`config.mk`:
```
export PLATFORM = sky130hd
export DESIGN_NAME = uart_drive_command_parser_unit
export DESIGN_NICKNAME = d
export VERILOG_FILES = /design/src/hw/rtl/udcp_pkg.sv /design/src/hw/rtl/uart_drive_command_parser_unit.sv /design/src/hw/rtl/udcp_motor_map.sv /design/src/hw/rtl/udcp_frame_core.sv
export SDC_FILE = /design/constraint.sdc
export NUM_CORES = 1
export LEC_CHECK = 0
export ABC_AREA = 1
export ABC_CLOCK_PERIOD_IN_PS = 14700
export BUFFER_PORTS_ARGS = -buffer_cell sky130_fd_sc_hd__buf_4
export CAP_MARGIN = 20
export CORE_MARGIN = 2
export CORE_UTILIZATION = 55
export CTS_BUF_LIST = sky130_fd_sc_hd__clkbuf_8
export DETAILED_ROUTE_END_ITERATION = 6
export PLACE_DENSITY_LB_ADDON = 0.25
export SYNTH_ARGS = -nofsm -noshare
export SYNTH_HDL_FRONTEND = slang
export SYNTH_HIERARCHICAL = 1
export SYNTH_SLANG_ARGS = --single-unit
export TNS_END_PERCENT = 100
```
`constraint.sdc`:
```
create_clock -name clk -period 14.7 [get_ports clk]
set_input_delay 1.47 -clock clk [delete_from_list [all_inputs] [get_ports clk]]
set_output_delay 1.47 -clock clk [all_outputs]
set_load 0.005 [all_outputs]
```
`src/hw/rtl/udcp_pkg.sv`:
```
// ============================================================================
// udcp_pkg
// Shared types and constants of the drive command parser: transfer payloads,
// framing modes, header bytes and the duty scaling constant.
// ============================================================================
package udcp_pkg;

    // Item kinds on the input channel
    localparam logic ACTION_BYTE = 1'b0;
    localparam logic ACTION_TICK = 1'b1;

    // Packet header and command bytes
    localparam logic [7:0] HDR_MOTOR_A = 8'hAA;
    localparam logic [7:0] HDR_MOTOR_B = 8'h55;
    localparam logic [7:0] HDR_GRIP_A  = 8'hAB;
    localparam logic [7:0] HDR_GRIP_B  = 8'hCD;
    localparam logic [7:0] GRIP_OPEN   = 8'h00;
    localparam logic [7:0] GRIP_CLOSE  = 8'h01;

    // Gripper request codes on the result
    localparam logic [1:0] REQ_NONE  = 2'd0;
    localparam logic [1:0] REQ_OPEN  = 2'd1;
    localparam logic [1:0] REQ_CLOSE = 2'd2;

    // Motor packet positions: payload bytes sit at counts 2..4, count 5 completes
    localparam logic [2:0] CNT_FIRST_HDR = 3'd1;
    localparam logic [2:0] CNT_PAY_FIRST = 3'd2;
    localparam logic [2:0] CNT_PAY_LAST  = 3'd4;
    localparam logic [2:0] CNT_IDLE      = 3'd0;

    // Speed clamp and duty = mag*255/100 as mag*1336965 >> 19
    localparam logic signed [15:0] SPEED_MAX     = 16'sd100;
    localparam logic signed [15:0] SPEED_MIN     = -16'sd100;
    localparam logic [6:0]         MAG_MAX       = 7'd100;
    localparam logic [27:0]        DUTY_RECIP    = 28'd1336965;
    localparam int                 DUTY_SHIFT    = 19;

    // Watchdog
    localparam logic [16:0] ELAPSED_MAX = 17'h1FFFF;
    localparam logic [15:0] LIMIT_RESET = 16'd500;

    // Register map (word index)
    localparam logic REG_LIMIT = 1'b0;

    typedef enum logic [2:0] {
        MODE_HUNT = 3'd0,
        MODE_M2   = 3'd1,
        MODE_MPAY = 3'd2,
        MODE_G2   = 3'd3,
        MODE_GCMD = 3'd4
    } frame_mode_t;

    typedef struct packed {
        logic       action;
        logic [7:0] rx_byte;
    } in_item_t;

    typedef struct packed {
        logic       left_forward;
        logic       left_reverse;
        logic [7:0] left_duty;
        logic       right_forward;
        logic       right_reverse;
        logic [7:0] right_duty;
        logic [1:0] gripper_request;
        logic       gripper_hold;
        logic       drive_active;
        logic       watchdog_stop;
        logic       packet_done;
    } out_item_t;

    // Direction levels and duty of one motor
    typedef struct packed {
        logic       fwd;
        logic       rev;
        logic [7:0] duty;
    } motor_bits_t;

    typedef struct packed {
        motor_bits_t left;
        motor_bits_t right;
    } drive_t;

endpackage

```
`src/hw/rtl/uart_drive_command_parser_unit.sv`:
```
// ============================================================================
// uart_drive_command_parser_unit
// Drive command parser: turns UART bytes and millisecond ticks into motor
// direction/duty levels, gripper requests and a motor watchdog.
// ============================================================================
// Usage:
//   Input channel (in_valid/in_ready/in_data) carries one item per transfer:
//   a received byte (action 0) or a one millisecond tick (action 1).
//   Output channel (out_valid/out_ready/out_data) returns exactly one result
//   per input item, in order: the current drive levels, gripper state and
//   the per-item pulses (gripper request, watchdog stop, packet done).
//   An item passes through the input register, then through the parser
//   logic into the result register. Throughput is one item per cycle while
//   the receiver takes results; the parser state updates as each item
//   advances, so consecutive items never wait on each other.
//   When the receiver stalls, the result register holds its item and the
//   input register holds the next one; in_ready drops only when both are
//   full. The APB port holds watchdog_limit_ms at address 0 (reset 500).
//   Reset clears the framing machine, stops the motors, releases the
//   gripper and zeroes the watchdog count; both channels come up empty.
// ============================================================================
module uart_drive_command_parser_unit
(
    input  logic                clk,
    input  logic                rst_n,

    input  logic                in_valid,
    output logic                in_ready,
    input  udcp_pkg::in_item_t  in_data,

    output logic                out_valid,
    input  logic                out_ready,
    output udcp_pkg::out_item_t out_data,

    input  logic                psel,
    input  logic                penable,
    input  logic                pwrite,
    input  logic [2:0]          paddr,
    input  logic [31:0]         pwdata,
    output logic [31:0]         prdata,
    output logic                pready
);

    logic                in_valid_reg, in_valid_next;
    udcp_pkg::in_item_t  in_data_reg;
    logic                out_valid_reg, out_valid_next;
    udcp_pkg::out_item_t out_data_reg;
    logic [15:0]         limit_reg, limit_next;
    udcp_pkg::out_item_t result;
    logic                advance;
    logic                in_xfer;
    logic                cfg_write;

    // Handshake: advance when the result register is free or being drained
    assign advance   = in_valid_reg && (!out_valid_reg || out_ready);
    assign in_ready  = !in_valid_reg || advance;
    assign in_xfer   = in_valid && in_ready;
    assign out_valid = out_valid_reg;
    assign out_data  = out_data_reg;

    assign in_valid_next  = in_xfer ? 1'b1 : (advance ? 1'b0 : in_valid_reg);
    assign out_valid_next = advance ? 1'b1 : (out_ready ? 1'b0 : out_valid_reg);

    // Configuration register
    assign pready     = 1'b1;
    assign cfg_write  = psel && penable && pwrite && (paddr[2] == udcp_pkg::REG_LIMIT);
    assign limit_next = cfg_write ? pwdata[15:0] : limit_reg;
    assign prdata     = (paddr[2] == udcp_pkg::REG_LIMIT) ? {16'd0, limit_reg} : 32'd0;

    udcp_frame_core u_core
    (
        .clk     (clk),
        .rst_n   (rst_n),
        .advance (advance),
        .item    (in_data_reg),
        .limit   (limit_reg),
        .result  (result)
    );

    // Control registers
    always_ff @(posedge clk or negedge rst_n)
    begin
        if (!rst_n)
        begin
            in_valid_reg  <= 1'b0;
            out_valid_reg <= 1'b0;
            limit_reg     <= udcp_pkg::LIMIT_RESET;
        end
        else
        begin
            in_valid_reg  <= in_valid_next;
            out_valid_reg <= out_valid_next;
            limit_reg     <= limit_next;
        end
    end

    // Payload registers
    always_ff @(posedge clk)
    begin
        if (in_xfer)
        begin
            in_data_reg <= in_data;
        end
        if (advance)
        begin
            out_data_reg <= result;
        end
    end

    // Input side stalls only when both stages are full and the receiver waits
    assert property (@(posedge clk) disable iff (!rst_n)
        !in_ready |-> (in_valid_reg && out_valid_reg && !out_ready))
        else $error("input stalled without a full pipeline");

    // A watchdog stop leaves the motors inactive and at zero duty
    assert property (@(posedge clk) disable iff (!rst_n)
        (out_valid && out_data.watchdog_stop) |->
        (!out_data.drive_active && out_data.left_duty == 8'd0
         && out_data.right_duty == 8'd0))
        else $error("watchdog stop with motors still driven");

    // A completed motor packet always activates the motors
    assert property (@(posedge clk) disable iff (!rst_n)
        (out_valid && out_data.packet_done) |-> out_data.drive_active)
        else $error("motor packet applied without active flag");

    // Direction levels never both high, and gripper hold follows the request
    assert property (@(posedge clk) disable iff (!rst_n)
        out_valid |->
        (!(out_data.left_forward && out_data.left_reverse)
         && !(out_data.right_forward && out_data.right_reverse)
         && (out_data.gripper_request != udcp_pkg::REQ_CLOSE || out_data.gripper_hold)
         && (out_data.gripper_request != udcp_pkg::REQ_OPEN || !out_data.gripper_hold)))
        else $error("inconsistent direction or gripper levels");

endmodule

```
`src/hw/rtl/udcp_motor_map.sv`:
```
// ============================================================================
// udcp_motor_map
// Maps one little-endian signed 16-bit speed to direction levels and a PWM
// duty: clamp to +-100, duty = |v|*255/100.
// ============================================================================
module udcp_motor_map
(
    input  logic [7:0]           lo_byte,
    input  logic [7:0]           hi_byte,
    output udcp_pkg::motor_bits_t bits
);

    logic signed [15:0] speed;
    logic [15:0]        neg_speed;
    logic [6:0]         mag;
    logic [27:0]        prod;

    assign speed     = {hi_byte, lo_byte};
    assign neg_speed = 16'(-speed);

    // Clamp and take the magnitude
    always_comb
    begin
        if (speed > udcp_pkg::SPEED_MAX || speed < udcp_pkg::SPEED_MIN)
        begin
            mag = udcp_pkg::MAG_MAX;
        end
        else if (speed < 0)
        begin
            mag = neg_speed[6:0];
        end
        else
        begin
            mag = speed[6:0];
        end
    end

    // Scale to 0..255 through a reciprocal multiply
    assign prod = 28'(mag) * udcp_pkg::DUTY_RECIP;

    assign bits.fwd  = (speed > 0);
    assign bits.rev  = (speed < 0);
    assign bits.duty = prod[udcp_pkg::DUTY_SHIFT +: 8];

endmodule

```
`src/hw/rtl/udcp_frame_core.sv`:
```
// ============================================================================
// udcp_frame_core
// Framing machine, payload store, drive levels, gripper hold and watchdog.
// Computes the result of the registered item and updates state on advance.
// ============================================================================
module udcp_frame_core
(
    input  logic                 clk,
    input  logic                 rst_n,
    input  logic                 advance,
    input  udcp_pkg::in_item_t   item,
    input  logic [15:0]          limit,
    output udcp_pkg::out_item_t  result
);

    udcp_pkg::frame_mode_t mode_reg, mode_next;
    logic [2:0]            count_reg, count_next;
    logic [7:0]            pay_reg [3];
    udcp_pkg::drive_t      drive_reg, drive_next;
    logic                  active_reg, active_next;
    logic [16:0]           elapsed_reg, elapsed_next;
    logic                  hold_reg, hold_next;

    logic                  is_byte;
    logic                  store_en;
    logic                  complete;
    logic [1:0]            pay_idx;
    logic [16:0]           elapsed_inc;
    logic [1:0]            grip_req;
    logic                  wd_stop;
    udcp_pkg::motor_bits_t left_bits;
    udcp_pkg::motor_bits_t right_bits;

    assign is_byte  = (item.action == udcp_pkg::ACTION_BYTE);
    assign store_en = is_byte && (mode_reg == udcp_pkg::MODE_MPAY)
                      && (count_reg >= udcp_pkg::CNT_PAY_FIRST)
                      && (count_reg <= udcp_pkg::CNT_PAY_LAST);
    assign complete = is_byte && (mode_reg == udcp_pkg::MODE_MPAY) && !store_en;
    assign pay_idx  = 2'(count_reg - udcp_pkg::CNT_PAY_FIRST);

    // Speed mapping for the last payload byte together with the stored ones
    udcp_motor_map u_left_map
    (
        .lo_byte (pay_reg[0]),
        .hi_byte (pay_reg[1]),
        .bits    (left_bits)
    );

    udcp_motor_map u_right_map
    (
        .lo_byte (pay_reg[2]),
        .hi_byte (item.rx_byte),
        .bits    (right_bits)
    );

    // Next framing mode
    always_comb
    begin
        mode_next = mode_reg;
        if (is_byte)
        begin
            case (mode_reg)
                udcp_pkg::MODE_M2:
                begin
                    mode_next = (item.rx_byte == udcp_pkg::HDR_MOTOR_B) ?
                                udcp_pkg::MODE_MPAY : udcp_pkg::MODE_HUNT;
                end
                udcp_pkg::MODE_MPAY:
                begin
                    mode_next = store_en ? udcp_pkg::MODE_MPAY : udcp_pkg::MODE_HUNT;
                end
                udcp_pkg::MODE_G2:
                begin
                    mode_next = (item.rx_byte == udcp_pkg::HDR_GRIP_B) ?
                                udcp_pkg::MODE_GCMD : udcp_pkg::MODE_HUNT;
                end
                udcp_pkg::MODE_GCMD:
                begin
                    mode_next = udcp_pkg::MODE_HUNT;
                end
                default:
                begin
                    if (item.rx_byte == udcp_pkg::HDR_MOTOR_A)
                    begin
                        mode_next = udcp_pkg::MODE_M2;
                    end
                    else if (item.rx_byte == udcp_pkg::HDR_GRIP_A)
                    begin
                        mode_next = udcp_pkg::MODE_G2;
                    end
                    else
                    begin
                        mode_next = udcp_pkg::MODE_HUNT;
                    end
                end
            endcase
        end
    end

    // Saturating millisecond count
    assign elapsed_inc = (elapsed_reg == udcp_pkg::ELAPSED_MAX) ?
                         elapsed_reg : elapsed_reg + 17'd1;

    // Datapath and per-item outputs
    always_comb
    begin
        count_next   = count_reg;
        drive_next   = drive_reg;
        active_next  = active_reg;
        elapsed_next = elapsed_reg;
        hold_next    = hold_reg;
        grip_req     = udcp_pkg::REQ_NONE;
        wd_stop      = 1'b0;

        if (!is_byte)
        begin
            // Advance the watchdog and stop the motors on expiry
            elapsed_next = elapsed_inc;
            if (active_reg && (elapsed_inc > {1'b0, limit}))
            begin
                drive_next  = '0;
                active_next = 1'b0;
                wd_stop     = 1'b1;
            end
        end
        else
        begin
            case (mode_reg)
                udcp_pkg::MODE_M2:
                begin
                    count_next = (item.rx_byte == udcp_pkg::HDR_MOTOR_B) ?
                                 udcp_pkg::CNT_PAY_FIRST : udcp_pkg::CNT_IDLE;
                end
                udcp_pkg::MODE_MPAY:
                begin
                    if (store_en)
                    begin
                        count_next = count_reg + 3'd1;
                    end
                    else
                    begin
                        drive_next.left  = left_bits;
                        drive_next.right = right_bits;
                        elapsed_next     = '0;
                        active_next      = 1'b1;
                        count_next       = udcp_pkg::CNT_IDLE;
                    end
                end
                udcp_pkg::MODE_G2:
                begin
                    count_next = count_reg;
                end
                udcp_pkg::MODE_GCMD:
                begin
                    if (item.rx_byte == udcp_pkg::GRIP_OPEN)
                    begin
                        grip_req  = udcp_pkg::REQ_OPEN;
                        hold_next = 1'b0;
                    end
                    else if (item.rx_byte == udcp_pkg::GRIP_CLOSE)
                    begin
                        grip_req  = udcp_pkg::REQ_CLOSE;
                        hold_next = 1'b1;
                    end
                end
                default:
                begin
                    if (item.rx_byte == udcp_pkg::HDR_MOTOR_A)
                    begin
                        count_next = udcp_pkg::CNT_FIRST_HDR;
                    end
                end
            endcase
        end
    end

    // Result reflects the state after this item
    assign result.left_forward    = drive_next.left.fwd;
    assign result.left_reverse    = drive_next.left.rev;
    assign result.left_duty       = drive_next.left.duty;
    assign result.right_forward   = drive_next.right.fwd;
    assign result.right_reverse   = drive_next.right.rev;
    assign result.right_duty      = drive_next.right.duty;
    assign result.gripper_request = grip_req;
    assign result.gripper_hold    = hold_next;
    assign result.drive_active    = active_next;
    assign result.watchdog_stop   = wd_stop;
    assign result.packet_done     = complete;

    // Control state
    always_ff @(posedge clk or negedge rst_n)
    begin
        if (!rst_n)
        begin
            mode_reg    <= udcp_pkg::MODE_HUNT;
            count_reg   <= udcp_pkg::CNT_IDLE;
            drive_reg   <= '0;
            active_reg  <= 1'b0;
            elapsed_reg <= '0;
            hold_reg    <= 1'b0;
        end
        else if (advance)
        begin
            mode_reg    <= mode_next;
            count_reg   <= count_next;
            drive_reg   <= drive_next;
            active_reg  <= active_next;
            elapsed_reg <= elapsed_next;
            hold_reg    <= hold_next;
        end
    end

    // Payload bytes
    always_ff @(posedge clk)
    begin
        if (advance && store_en)
        begin
            pay_reg[pay_idx] <= item.rx_byte;
        end
    end

endmodule
```
==> results.sh, run 1 <==
export IMPL_grt_max_degree=64
export IMPL_r2r_end="out_data[10]"
export IMPL_finalCritPeriodShare=0.380
export IMPL_start_util=0.565
export IMPL_maxCapViolations=0
export IMPL_syn_area_um2=11100
export IMPL_ir_drop_v=0.0000704
export IMPL_vias=9258
export IMPL_worstMarginPinSlew_ns=0.986
export IMPL_cts_path_max_buffers=2
export IMPL_port_buffers=76
export IMPL_reg2regPathDepth=26
export IMPL_cts_sink_count=122
export IMPL_post_place_ws_ns=9.15
export IMPL_setup_violations_final=0
export IMPL_powerDensity_nw_per_um2=103
export IMPL_yosysMostFrequentCell="nand2_1"
export IMPL_post_cts_buffers=0
export IMPL_fin_worst_skew_ns=0.0139
export IMPL_overflow=0
export IMPL_viasPerCell=5.18
export IMPL_hp_class="flip-flop to flip-flop"
export IMPL_root_buffer="clkbuf_8"
export IMPL_n_antenna_cell=0
export IMPL_syn_inst=1446
export IMPL_hold_viol=0
export IMPL_ys_warn_count=6
export IMPL_slew_violations=0
export IMPL_grt_pass1_vias=9199
export IMPL_cts_tree="done"
export IMPL_grt_pass1_wl_mm=43.3
export IMPL_r2r_start="in_data_reg[7]"
export IMPL_drc=0
export IMPL_crit_fanout=20
export IMPL_multiInputGateArea_um2=6420
export IMPL_setup_ws_ns=9.11
export IMPL_drt_total_wl_mm=25.5
export IMPL_cp_arrival_ns=5.78
export IMPL_largest_register_ffs=26
export IMPL_dieArea_um2=21300
export IMPL_drt_pass1_iter_count=6
export IMPL_path_clk_slew_ns=0.08
export IMPL_die_x_um=146
export IMPL_ant_nets=0
export IMPL_grt_antenna_before_repair=0
export IMPL_max_freq_ghz=0.179
export IMPL_dpl_hpwl_mm=19.8
export IMPL_drive_above_1_share=0.139
export IMPL_ctsHtreeMaxLevel=4
export IMPL_end_kind="flip-flop"
export IMPL_timing_final_crit_period_ns=5.59
export IMPL_synth_cell_types=57
export IMPL_regArea_um2=3360
export IMPL_synth_ff_latch_count=122
export IMPL_nFillCells=1785
export IMPL_required_ns=14.89
export IMPL_worstHoldStart="limit_reg[7]"
export IMPL_slew_headroom=0.340
export IMPL_synth_edf_count=59
export IMPL_syn_to_final_growth_pct=9.74
export IMPL_dpl_cell_area_um2=11700
export IMPL_numCtsBuffers=17
export IMPL_nNetsFinal=1720
export IMPL_postSynth_asyncResetShare=0.516
export IMPL_yosysSeqAreaShare=0.303
export IMPL_cts_resized_gates=0
export IMPL_chipHeight_um=146
export IMPL_min_to="limit_reg[7]"
export IMPL_worst_r2r_setup_slack_ns=9.11
export IMPL_synth_common_cells="345 x nand2_1, 254 x inv_1, 134 x ha_1"
export IMPL_gp_congestion=0.922
export IMPL_synthDominantCellAreaShare=0.160
export IMPL_leakagePower_nw=6.59
export IMPL_drt_iter0_drc=528
export IMPL_startpoint_type="flip-flop"
export IMPL_syn_area_per_cell_um2=7.65
export IMPL_grt_util_all_layers=0.250
export IMPL_status="complete, no violations"
export IMPL_hold_path_cell_count=2
export IMPL_yosys_top_cells_area="edfxtp_1 16%, ha_1 15%, dfrtp_1 13%"
export IMPL_hold_buffers=0
export IMPL_tns_ns=0
export IMPL_ys_flop_type="edfxtp_1"
export IMPL_coreArea_um2=19600
export IMPL_synth_top_cell_by_area="edfxtp_1"
export IMPL_boundaryPins=112
export IMPL_routedWlPerCell_um=14.3
export IMPL_rows=51
export IMPL_design_area_um2=12100
export IMPL_clk_latency_ns=0.45
export IMPL_rsz0062_at_grt="false"
export IMPL_criticalPathCategory="flip-flop to flip-flop"
export IMPL_finalPower_mw=1.25
layer usage:
metal  vias to the layer above  GRT usage  wire length [µm]
li1                       4725          -                 -
met1                      4251      0.309             11200
met2                       247      0.450             12800
met3                        35     0.0408              1120
met4                         0     0.0706               408
met5                         -          0                 0
worst max-delay path: stages (launching register included):
cell and delay, ns:
edfxtp_1 0.70, nor2_1 0.20, nand2_1 0.08, nor2_2 0.18
nand3_2 0.11, nand3_4 0.14, nand2_1 0.20, ha_1 0.39
inv_1 0.07, fa_1 0.52, inv_1 0.05, ha_1 0.27
inv_1 0.05, fa_1 0.49, inv_1 0.04, ha_1 0.33
a21oi_1 0.22, a21boi_0 0.28, o21ai_0 0.15, a221oi_1 0.35
nand2_1 0.09, nand2_1 0.07, nand2_1 0.05, inv_1 0.05
a21oi_1 0.06, o21ai_0 0.12, nand2_2 0.08
power by group:
| group | internal [mW] | leakage (nW) | switching (mW) |
|---|---|---|---|
| Sequential | 0.453 | 1.36 | 0.0597 |
| Clock | 0.198 | 0.234 | 0.144 |
| Combinational | 0.153 | 4.99 | 0.242 |
| Total | 0.805 | 6.59 | 0.445 |
final cells by class:
type / instances / share of cell area
multi-input cells: 1023 / 0.528
flip-flops and latches: 122 / 0.276
inverters: 266 / 0.0822
repair buffers: 79 / 0.0488
well taps: 265 / 0.0273
clock buffers: 20 / 0.0227
clock inverters: 12 / 0.0141
per-stage QoR:
step,hold slack (ns),instances,utilization
floorplan,0.447,1461,-
global placement,0.459,1755,0.597
detailed placement,0.463,1755,0.597
CTS,0.476,1787,0.620
global route,0.497,1787,0.620
finish,0.477,1787,0.620
layout by cell type (no fill, tap or decap), types with 22 or more instances in the layout:
| master | synthesis | layout |
|---|---|---|
| nand3_1 | 66 | 66 |
| fa_1 | 26 | 26 |
| o21ai_0 | 42 | 42 |
| nand2_2 | 49 | 49 |
| nand2_1 | 345 | 345 |
| dfrtp_1 | 57 | 57 |
| xor2_1 | 22 | 22 |
| buf_4 | 27 | 79 |
| edfxtp_1 | 59 | 59 |
| ha_1 | 134 | 134 |
| nor2_1 | 116 | 115 |
| a21oi_1 | 57 | 56 |
| inv_1 | 254 | 257 |
kinds of logic (layout without fill, tap and decap cells):
logic type / after synthesis / in the layout / synth area share
xor gates and xnor gates: 26 / 26 / 0.0219
adders and majority gates: 160 / 160 / 0.199
buffers and inverters: 316 / 377 / 0.123
and+or+nand+nor: 663 / 663 / 0.273
DFF: 122 / 122 / 0.303
other: 2 / 17 / 0.000679
AOI/OAI and AO/OA: 157 / 157 / 0.0798
worst max-delay path by stage:
stage,slack (ns),cells after the start,from,endpoint
4_1_cts,9.11,27,in_data_reg[7],u_core/drive_reg[4]
3_3_place_gp,9.23,31,in_data_reg[7],u_core/drive_reg[6]
2_1_floorplan,9.91,27,u_core/pay_reg[2][0],out_data[10]
6_report,9.11,26,in_data_reg[7],out_data[10]
5_1_grt,8.62,32,in_data_reg[7],u_core/drive_reg[6]
3_5_place_dp,9.15,26,in_data_reg[7],out_data[10]
No activity file was read; power rests on OpenSTA's default activity.
==> inputs of run 2 (changes only) <==
ABC_CLOCK_PERIOD_IN_PS = 5700   (was 14700)
clock period = 5.7 ns   (was 14.7 ns; I/O delays follow)
==> run 2 against run 1 <==
Effect of this change:
- die area stayed put
- sequential power grew to 2.6 times the previous value
- setup slack worse by 8.7 ns
- largest cell class unchanged
==> results.sh, run 2 (synthesis results as in run 1) <==
export IMPL_powerDensity_nw_per_um2=263
export IMPL_cts_tree="done"
export IMPL_slowest_stage="edfxtp_1"
export IMPL_slew_violations=0
export IMPL_drt_iter0_drc=449
export IMPL_rsz0062_at_grt="false"
export IMPL_rows=51
export IMPL_maxCapViolations=0
export IMPL_startpoint_type="flip-flop"
export IMPL_cp_top_family="adder cells"
export IMPL_syn_to_final_growth_pct=10.8
export IMPL_leakagePower_nw=6.65
export IMPL_nNetsFinal=1733
export IMPL_routedWlPerCell_um=14.1
export IMPL_dp_cells=1762
export IMPL_timing_final_crit_period_ns=5.27
export IMPL_max_freq_ghz=0.190
export IMPL_final_cell_count_no_fill=1800
export IMPL_fin_util=0.626
export IMPL_drive_above_1_share=0.150
export IMPL_ctsHtreeMaxLevel=4
export IMPL_ir_drop_v=0.000184
export IMPL_cpMostUsedCell="nand2_1"
export IMPL_hp_class="input pin to async pin"
export IMPL_critical_path_depth=28
export IMPL_criticalPathCategory="flip-flop to flip-flop"
export IMPL_grt_antenna_before_repair=0
export IMPL_port_buffers=76
export IMPL_setup_violations_final=0
export IMPL_finalCritPeriodShare=0.924
export IMPL_start_util=0.565
export IMPL_worstMarginPinSlew_ns=0.989
export IMPL_overflow=0
export IMPL_largest_register_ffs=26
export IMPL_numCtsBuffers=17
export IMPL_drt_pass1_iter_count=5
export IMPL_clk_latency_ns=0.46
export IMPL_drc=0
export IMPL_dpl_hpwl_mm=20.1
export IMPL_viasPerCell=5.13
export IMPL_status="complete, no violations"
export IMPL_cp_arrival_ns=5.47
export IMPL_fin_worst_skew_ns=0.0168
export IMPL_required_ns=5.91
export IMPL_grt_pass1_wl_mm=42.6
export IMPL_die_x_um=146
export IMPL_final_common_cell="nand2_1"
export IMPL_design_area_um2=12300
export IMPL_dieArea_um2=21300
export IMPL_boundaryPins=112
export IMPL_cts_path_max_buffers=2
export IMPL_drt_total_wl_mm=25.4
export IMPL_max_stage_delay_ns=0.51
export IMPL_crit_fanout=10
export IMPL_slew_headroom=0.338
export IMPL_grt_util_all_layers=0.247
export IMPL_reg2regPathDepth=28
export IMPL_grt_pass1_vias=9012
export IMPL_most_common_layout_cells="345 x nand2_1, 254 x inv_1, 134 x ha_1, 115 x nor2_1, 92 x buf_4"
export IMPL_worst_path_buf_inv=5
export IMPL_grt_max_degree=64
export IMPL_tns_ns=0
export IMPL_finalPower_mw=3.23
export IMPL_root_buffer="clkbuf_8"
export IMPL_coreArea_um2=19600
export IMPL_gp_congestion=0.950
export IMPL_chipHeight_um=146
export IMPL_hold_viol=0
export IMPL_path_clk_slew_ns=0.08
export IMPL_cts_sink_count=122
export IMPL_dpl_cell_area_um2=11700
export IMPL_n_antenna_cell=0
export IMPL_hold_buffers=0
export IMPL_end_kind="flip-flop"
export IMPL_vias=9231
export IMPL_ant_nets=0
[run 2: cell types whose count changed in the layout (fill, tap and decap cells not counted), sizes merged]
| cell | previous run | this run |
|---|---|---|
| inv | 270 | 271 |
| clkbuf | 20 | 17 |
| clkinv | 3 | 6 |
| buf | 79 | 92 |
| clkinvlp | 1 | 0 |
[run 2: cell type report]
type	instances	area, µm²
clock buffer	17	234
sequential	122	3360
timing repair buffer	92	691
inverter	266	998
fill	1748	7330
tap	265	332
clock inverter	15	211
multi-input combinational	1023	6440
[run 2: worst reg2reg max path: cells and delay by family (launching register included)]
family,cells,cell delay [ns]
flip-flops,1,0.51
AND/OR/NAND/NOR,15,1.65
buffers and inverters,5,0.24
adder cells (fa/ha/maj),5,1.98
AO/OA/AOI/OAI,3,0.61
[run 2: final timing paths]
check	endpoint	slack [ns]	start
hold / removal	u_core/drive_reg[14]	0.21	rst_n
setup reg to reg	out_data[13]	0.43	in_data_reg[6]
hold reg to reg	limit_reg[7]	0.48	limit_reg[7]
min in group clk	in_data_reg[8]	0.28	in_data[8]
setup / recovery	out_data[13]	0.43	in_data_reg[6]
max in group asynchronous	u_core/hold_reg	4.94	rst_n
[run 2: metal layers]
metal	global-route usage	wire, µm	up-vias
met4	0.0775	591	0
met3	0.0376	911	37
met1	0.308	11300	4253
met5	0	0	-
li1	-	-	4740
met2	0.440	12600	201
[run 2: report_power, final]
group	total (mW)	leakage [nW]	switching [mW]	internal, mW
Clock	0.879	0.228	0.393	0.486
Sequential	1.32	1.36	0.149	1.17
Combinational	1.03	5.06	0.628	0.401
[run 2: repair_timing]
item / 4_1_cts / 5_1_grt
hold endpoints to repair: 0 / 0
buffers inserted: 0 / 6
endpoints found under the setup margin: 0 / 10
resized for setup: 0 / 5
[run 2: through the flow]
step                      setup slack [ns]  hold WS, ns
after floorplan                      0.906        0.274
after global placement               0.385        0.458
after detailed placement             0.323        0.466
after CTS                            0.316        0.235
after global routing                0.0277        0.249
final                                0.435        0.212
==> inputs of run 3 (changes only) <==
BUFFER_PORTS_ARGS = unset   (was -buffer_cell sky130_fd_sc_hd__buf_4)
DONT_BUFFER_PORTS = 1   (was unset)
PLACE_DENSITY = 0.81   (was unset)
PLACE_DENSITY_LB_ADDON = unset   (was 0.25)
==> run 3 against run 2 <==
Effect of this change:
- die area unchanged
- flip-flop and latch count unchanged
- core utilization shrank 3.2 points
- register-to-register slack lost 0.04 ns
- critical path depth up 1
- first-iteration DRC count rose by 45%
- hold slack better by 0.0055 ns
- sequential power hardly changed
- final cell count down 4.1%
- global-route usage shrank 1.3 points
- final area fell by 5.1%
- clock-buffer cell count grew 1
==> results.sh, run 3 (synthesis results as in run 1) <==
export IMPL_largest_register_ffs=26
export IMPL_die_x_um=146
export IMPL_timing_final_crit_period_ns=5.31
export IMPL_worst_r2r_setup_slack_ns=0.39
export IMPL_cts_sink_count=122
export IMPL_criticalPathCategory="flip-flop to flip-flop"
export IMPL_chipHeight_um=146
export IMPL_worstHoldStart="in_data[5]"
export IMPL_ir_drop_v=0.000191
export IMPL_numCtsBuffers=17
export IMPL_n_antenna_cell=0
export IMPL_drt_pass1_iter_count=5
export IMPL_rows=51
export IMPL_syn_to_final_growth_pct=5.12
export IMPL_slew_violations=0
export IMPL_r2r_start="u_core/pay_reg[0][0]"
export IMPL_coreArea_um2=19600
export IMPL_cpMostUsedCell="nand2_1"
export IMPL_hp_class="input pin to flip-flop"
export IMPL_powerDensity_nw_per_um2=253
export IMPL_final_common_cell="nand2_1"
export IMPL_overflow=0
export IMPL_leakagePower_nw=6.26
export IMPL_drt_total_wl_mm=24.0
export IMPL_root_buffer="clkbuf_8"
export IMPL_startpoint_type="flip-flop"
export IMPL_setup_ws_ns=0.393
export IMPL_worstMarginPinSlew_ns=0.902
export IMPL_most_common_layout_cells="345 x nand2_1, 255 x inv_1, 134 x ha_1, 114 x nor2_1, 66 x nand3_1"
export IMPL_boundaryPins=112
export IMPL_grt_antenna_before_repair=0
export IMPL_required_ns=6.08
export IMPL_end_kind="flip-flop"
export IMPL_top_layer_used="met4"
export IMPL_grt_max_degree=64
export IMPL_hold_viol=0
export IMPL_grt_pass1_vias=8539
export IMPL_start_util=0.565
export IMPL_nNetsFinal=1659
export IMPL_critical_path_depth=29
export IMPL_drt_iter0_drc=651
export IMPL_grt_pass1_wl_mm=40.5
export IMPL_reg2regPathDepth=29
export IMPL_drc=0
export IMPL_hold_slack_ns=0.217
export IMPL_ant_nets=0
export IMPL_dp_cells=1684
export IMPL_vias=9048
export IMPL_crit_fanout=9
export IMPL_port_buffers=0
export IMPL_finalCritPeriodShare=0.931
export IMPL_path_clk_slew_ns=0.07
export IMPL_ctsHtreeMaxLevel=4
export IMPL_drive_above_1_share=0.106
export IMPL_dieArea_um2=21300
export IMPL_gp_congestion=0.979
export IMPL_routedWlPerCell_um=13.9
export IMPL_worst_path_buf_inv=4
export IMPL_post_place_ws_ns=0.298
export IMPL_met3_length_mm=1.49
export IMPL_grt_util_all_layers=0.234
export IMPL_setup_violations_final=0
export IMPL_max_freq_ghz=0.188
export IMPL_cts_path_max_buffers=2
export IMPL_min_to="in_data_reg[5]"
export IMPL_cp_top_family="adder cells"
export IMPL_viasPerCell=5.24
export IMPL_r2r_end="u_core/drive_reg[12]"
export IMPL_status="complete, no violations"
export IMPL_final_cell_count_no_fill=1726
export IMPL_cts_tree="done"
export IMPL_slew_headroom=0.397
export IMPL_met1_length_mm=11.1
export IMPL_hold_path_cell_count=0
export IMPL_dr_wl_met2_mm=11.2
export IMPL_slowest_stage="edfxtp_1"
export IMPL_clk_latency_ns=0.46
export IMPL_maxCapViolations=0
export IMPL_max_stage_delay_ns=0.50
export IMPL_cp_arrival_ns=5.69
export IMPL_fin_worst_skew_ns=0.0184
export IMPL_dpl_hpwl_mm=18.9
export IMPL_finalPower_mw=2.94
run 3: cell type report:
type                            count  area [µm²]
Fill cell                        1715        7960
Multi-Input combinational cell   1023        6440
Sequential cell                   122        3360
Inverter                          266         998
Tap cell                          265         332
Clock buffer                       18         248
Timing Repair Buffer               18         158
Clock inverter                     14        96.3
run 3: what timing repair did:
action / in CTS / in global routing
resized for setup: 0 / 7
endpoints found under the hold margin: 63 / 0
setup buffers: 0 / 8
setup endpoints to repair: 0 / 13
hold buffers: 2 / 0
run 3: how the worst max path moves through the flow:
| stage | start | end | slack, ns |
|---|---|---|---|
| after CTS | u_core/pay_reg[2][0] | out_data[13] | 0.26 |
| after floorplan | u_core/pay_reg[2][0] | out_data[10] | 0.91 |
| after global routing | u_core/pay_reg[0][0] | u_core/drive_reg[12] | -0.002 |
| final | u_core/pay_reg[0][0] | u_core/drive_reg[12] | 0.39 |
| after global placement | u_core/pay_reg[2][0] | out_data[13] | 0.35 |
| after detailed placement | u_core/pay_reg[2][0] | out_data[13] | 0.30 |
run 3: per-stage QoR:
stage	area [µm²]	util	setup TNS, ns
4_1_cts	11500	0.589	0
2_1_floorplan	11100	-	0
3_5_place_dp	11200	0.570	0
6_report	11600	0.594	0
3_3_place_gp	11200	0.570	0
5_1_grt	11600	0.594	-0.00190
run 3: worst register-to-register path: cells and delay by family, from the launching register on:
kind	cells	cell delay, ns
buffers and inverters	4	0.45
AOI/OAI and AO/OA	4	0.41
and+or+nand+nor	14	1.80
DFF	1	0.50
adders and majority gates	6	1.90
xor gates and xnor gates	1	0.18
run 3: power by group:
group          internal [mW]  switching, mW  total [mW]
combinational          0.320          0.607       0.928
clock                  0.312          0.373       0.685
sequential              1.17          0.160        1.33
run 3: metal layers:
layer / global-route usage / vias up
met5: 0 / -
met4: 0.0613 / 0
met3: 0.0508 / 21
met2: 0.384 / 267
met1: 0.314 / 4162
li1: - / 4598
